## src/hdl/wma_pkg.sv

```systemverilog
`timescale 1ns / 1ps
`default_nettype none
package wma_pkg;

   localparam int FIELD_W = 32;
   localparam int CFG_W   = 9;

   typedef enum logic [2:0] {
      ST_IDLE,
      ST_UPDATE,
      ST_LOAD,
      ST_DIVIDE,
      ST_EMIT
   } wma_state_type;

   typedef struct packed {
      logic capture;
      logic update;
      logic div_load;
      logic div_step;
      logic emit;
   } wma_cmd_type;

   typedef struct packed {
      logic item_null;
      logic window_full;
      logic div_last;
      logic out_free;
   } wma_status_type;

endpackage
`default_nettype wire

```

## src/hdl/wma_ctrl.sv

```systemverilog
`timescale 1ns / 1ps
`default_nettype none
module wma_ctrl (
   input  wire logic                    clock,
   input  wire logic                    reset,
   input  wire logic                    req_valid,
   output logic                         req_ready,
   input  wire wma_pkg::wma_status_type status,
   output wma_pkg::wma_cmd_type         cmd
);

   import wma_pkg::*;

   wma_state_type state_ff;
   wma_state_type state_in;

   always_ff @(posedge clock) begin
      if (reset) begin
         state_ff <= ST_IDLE;
      end else begin
         state_ff <= state_in;
      end
   end

   always_comb begin
      state_in  = state_ff;
      req_ready = 1'b0;
      cmd       = '0;
      unique case (state_ff)
         ST_IDLE: begin
            req_ready = 1'b1;
            if (req_valid) begin
               cmd.capture = 1'b1;
               state_in    = status.item_null ? ST_EMIT : ST_UPDATE;
            end
         end
         ST_UPDATE: begin
            cmd.update = 1'b1;
            state_in   = ST_LOAD;
         end
         ST_LOAD: begin
            cmd.div_load = 1'b1;
            state_in     = status.window_full ? ST_DIVIDE : ST_EMIT;
         end
         ST_DIVIDE: begin
            cmd.div_step = 1'b1;
            if (status.div_last) begin
               state_in = ST_EMIT;
            end
         end
         ST_EMIT: begin
            if (status.out_free) begin
               cmd.emit = 1'b1;
               state_in = ST_IDLE;
            end
         end
         default: begin
            state_in = ST_IDLE;
         end
      endcase
   end

endmodule
`default_nettype wire

```

## config.mk

```make
export PLATFORM = sky130hd
export DESIGN_NAME = wma_ctrl
export DESIGN_NICKNAME = d
export VERILOG_FILES = /design/src/hdl/wma_pkg.sv /design/src/hdl/wma_ctrl.sv
export SDC_FILE = /design/constraint.sdc
export NUM_CORES = 1
export LEC_CHECK = 0
export ABC_CLOCK_PERIOD_IN_PS = 1600
export BUFFER_PORTS_ARGS = -buffer_cell sky130_fd_sc_hd__buf_2
export CAP_MARGIN = 20
export CORE_AREA = 2 2 39 41
export DETAILED_ROUTE_END_ITERATION = 6
export DIE_AREA = 0 0 41 43
export GPL_ROUTABILITY_DRIVEN = 0
export PLACE_DENSITY = 0.47
export SLEW_MARGIN = 20
export SYNTH_ARGS = -nofsm -noshare
export SYNTH_HDL_FRONTEND = slang
export SYNTH_SLANG_ARGS = --single-unit
```

## constraint.sdc

```tcl
create_clock -name clock -period 1.6 [get_ports clock]
set_input_delay 0.08 -clock clock [delete_from_list [all_inputs] [get_ports clock]]
set_output_delay 0.08 -clock clock [all_outputs]
set_load 0.02 [all_outputs]
```

[Word level (Yosys, flattened, before mapping)]
Cells that the tools add are included.
Storage, ports and cells
  bits in registers: 3
  input port bits: 7
  output and inout bits: 6
  logic and storage cells: 24
Cells by class
  equality and inequality tests: 7
  muxes and demuxes: 14
  reductions and logical operators: 2
Operator list (number)
  2-to-1 mux 3 bit: 5
  case mux 3 bit (5 select lines): 1
  2-to-1 mux 1 bit: 8
  == test 3 x 2 -> 1 bit, second input constant: 2
  inequality test 2 bit, second input constant: 3
  == test 3 x 1 -> 1 bit, second input constant: 1
  == test 3 bit, second input constant: 1
  logical NOT 3 bit: 1
  AND reduction 3 bit: 1

[Logic depth before layout (Yosys ltp)]
  depth in word-level cells: 3
  mapped depth: 4
  depth with buffers taken out: 3

[Least setup slack after synthesis]
No wires, ideal clock.
  kind: register -> output
  start point: register state_ff[1]
  end point: output cmd[4] (netlist bit)
  arrival: 1.358 ns
  data required time: 1.520 ns
  setup slack: 0.162 ns
  stages on the path, launching flop included: 4
  path buffers: 1
  path through: dfxtp_1 -> buf_2 -> nor3_1 -> and2_1
RTL lines
  start: declaration: line wma_ctrl.sv:14  | wma_state_type state_ff;
  start signal: assignment: line wma_ctrl.sv:21  | state_ff <= state_in;
  end: declaration: line wma_ctrl.sv:9  | output wma_pkg::wma_cmd_type cmd

==> flow_summary.ini <==
[timing]
period_share_pct = 84.39
max_freq_ghz = 0.7406
finalHoldViolations = 0
worst_slack_ns = 0.2497
slew_headroom_pct = 69.79
rsz0062_at_grt = no
maxSlewViolCount = 0
fin_skew_ns = 0.002649
setup_tns_ns = 0
setup_viol = 0
fin_crit_ns = 1.350
worst_slew_pin_slew_ns = 0.4525

[route]
vias = 263
drtIter0Drc = 2
wl_um = 573
drt_first_pass_iters = 3
wire_per_inst_um = 9.550
via_per_inst = 4.383
final_antenna_net_count = 0
drc = 0

[status]
outcome = complete, no violations

[synthesis]
netlist_area_um2 = 261.5
ys.flop_type = dfxtp_1
synth.area.top_cells = dfxtp_1 23%, nor3_1 7.7%, a2111oi_2 5.7%
synth_cells = 31
synth_area_per_cell_um2 = 8.436
synth_top_area_cell = dfxtp_1
yosys_warnings = 0
synth_cell_types = 21
ys_seq_area_share_pct = 22.97
synth_edf_count = 0
yosysTopAreaCellShare_pct = 22.97
synthArstFlopShare_pct = 0
synth_nets = 38
yosys_register_bits = 3

[global_route]
antenna_found_initial = 0
grt_pass1_wl_um = 890
grt_overflow = 0
track_usage_pct = 7.916
grt_pass1_vias = 212
grt_max_degree = 14

[pwr]
finalPower_mw = 0.3153
vdd.ir_drop.worst_mv = 0.4297
power.density_mw_per_mm2 = 909.7
p_leak_nw = 0.1544

[clock_network]
clock_sinks = 3
root_buffer = clkbuf_4
cts_buffer_depth = 2
cts_tree = done
path_clk_slew_ns = 0.04
clock_latency_ns = 0.23
hold_buffers = 0
cts-buffers-inserted = 3
post_cts_buffers = 0
ctsResizeCount = 0
cts_max_level = 1

[worst_setup_path]
cp-start-kind = register
crit_required_ns = 1.52
end_kind = output port
cp_max_fo = 13
arrival_ns = 1.27
crit_type = reg2out

[final_layout]
area_delta_synth_final_pct = 32.54
fin_cells = 60
diodes = 0
top_regs = state_ff: 3 flops
largest_reg_flops = 3
drive_above_1_share_pct = 43.18
fillerInstances = 152
finish.utilization_pct = 25.05
final_nets = 52
largest_register = state_ff

[flow_run]
maxCapViolCount = 0

[floorplan]
coreArea_mm2 = 0.001384
floorplan.initialDensity_pct = 18.90
io_pins = 13
die_h_um = 43
rows = 14
die_w_um = 41
die_area_mm2 = 0.001763

[placement]
place_ws_ns = 0.3702
dpl.hpwl_um = 454.9
io_buffers = 12
dp_cells = 56

[worst_hold_path]
hold_path_class = in2reg
-- placed cells by master, fill, tap and decap left out, types with 2 or more instances in the layout --
| master | count |
|---|---|
| nor3_1 | 4 |
| nor2_1 | 2 |
| nor3b_1 | 2 |
| clkbuf_4 | 3 |
| dfxtp_1 | 3 |
| inv_1 | 2 |
| buf_2 | 12 |
| nand2_1 | 2 |
-- cells in the mapped netlist (2+ instances only) --
master and n:
nor3_1 4, buf_2 2, inv_1 2, nor3b_1 2, dfxtp_1 3, nor2_1 2, nand2_1 2
-- worst paths after layout --
check | slack (ns) | endpoint | from | cells past startpoint
worst max-delay path | 0.25 | cmd[4] | state_ff[1] | 3
worst min register to register | 0.61 | state_ff[0] | state_ff[2] | 1
worst max register to register | 0.37 | state_ff[2] | state_ff[1] | 3
worst min-delay path | 0.05 | state_ff[2] | reset | 2
-- where the power goes --
part,internal (mW),switching (mW),leakage (nW)
combinational,0.0399,0.0452,0.115
sequential,0.0816,0.0174,0.0246
clock,0.0933,0.0379,0.0150
-- through the flow --
stage,instance area (µm²),hold WS [ns]
global placement,320.3,0.2926
global route,346.6,0.05532
floorplan,261.5,0.1462
finish,346.6,0.05024
detailed placement,320.3,0.2934
CTS,346.6,0.04464
-- metal layers --
metal | global-route usage, % | up-vias | routed length (µm)
li1 | - | 142 | -
met2 | 9.375 | 6 | 259
met3 | 3.141 | 2 | 31
met5 | 0 | - | 0
met4 | 8.000 | 0 | 21
met1 | 9.904 | 113 | 261
-- kinds of logic (layout without fill, tap and decap cells) --
family | after synthesis | count (layout) | share of synthesized area, %
muxes | 1 | 1 | 3.828
AOI/OAI and AO/OA | 7 | 7 | 27.75
and+or+nand+nor | 15 | 15 | 34.45
buffers and inverters | 5 | 18 | 11.01
DFF | 3 | 3 | 22.97
-- critical path, stage by stage, from the launching register on --
cell	delay [ns]
dfxtp_1	0.59
nor3_1	0.12
and2_1	0.17
buf_2	0.15
-- layout make-up --
type                       count  area [µm²]  share of cell area (%)
multi-input combinational     23       172.7                   49.82
sequential                     3       60.06                   17.33
timing repair buffer          12       60.06                   17.33
clock buffer                   4       26.28                   7.581
tap                           16       20.02                   5.776
inverter                       2       7.507                   2.166
(Power assumes the default switching activity.)
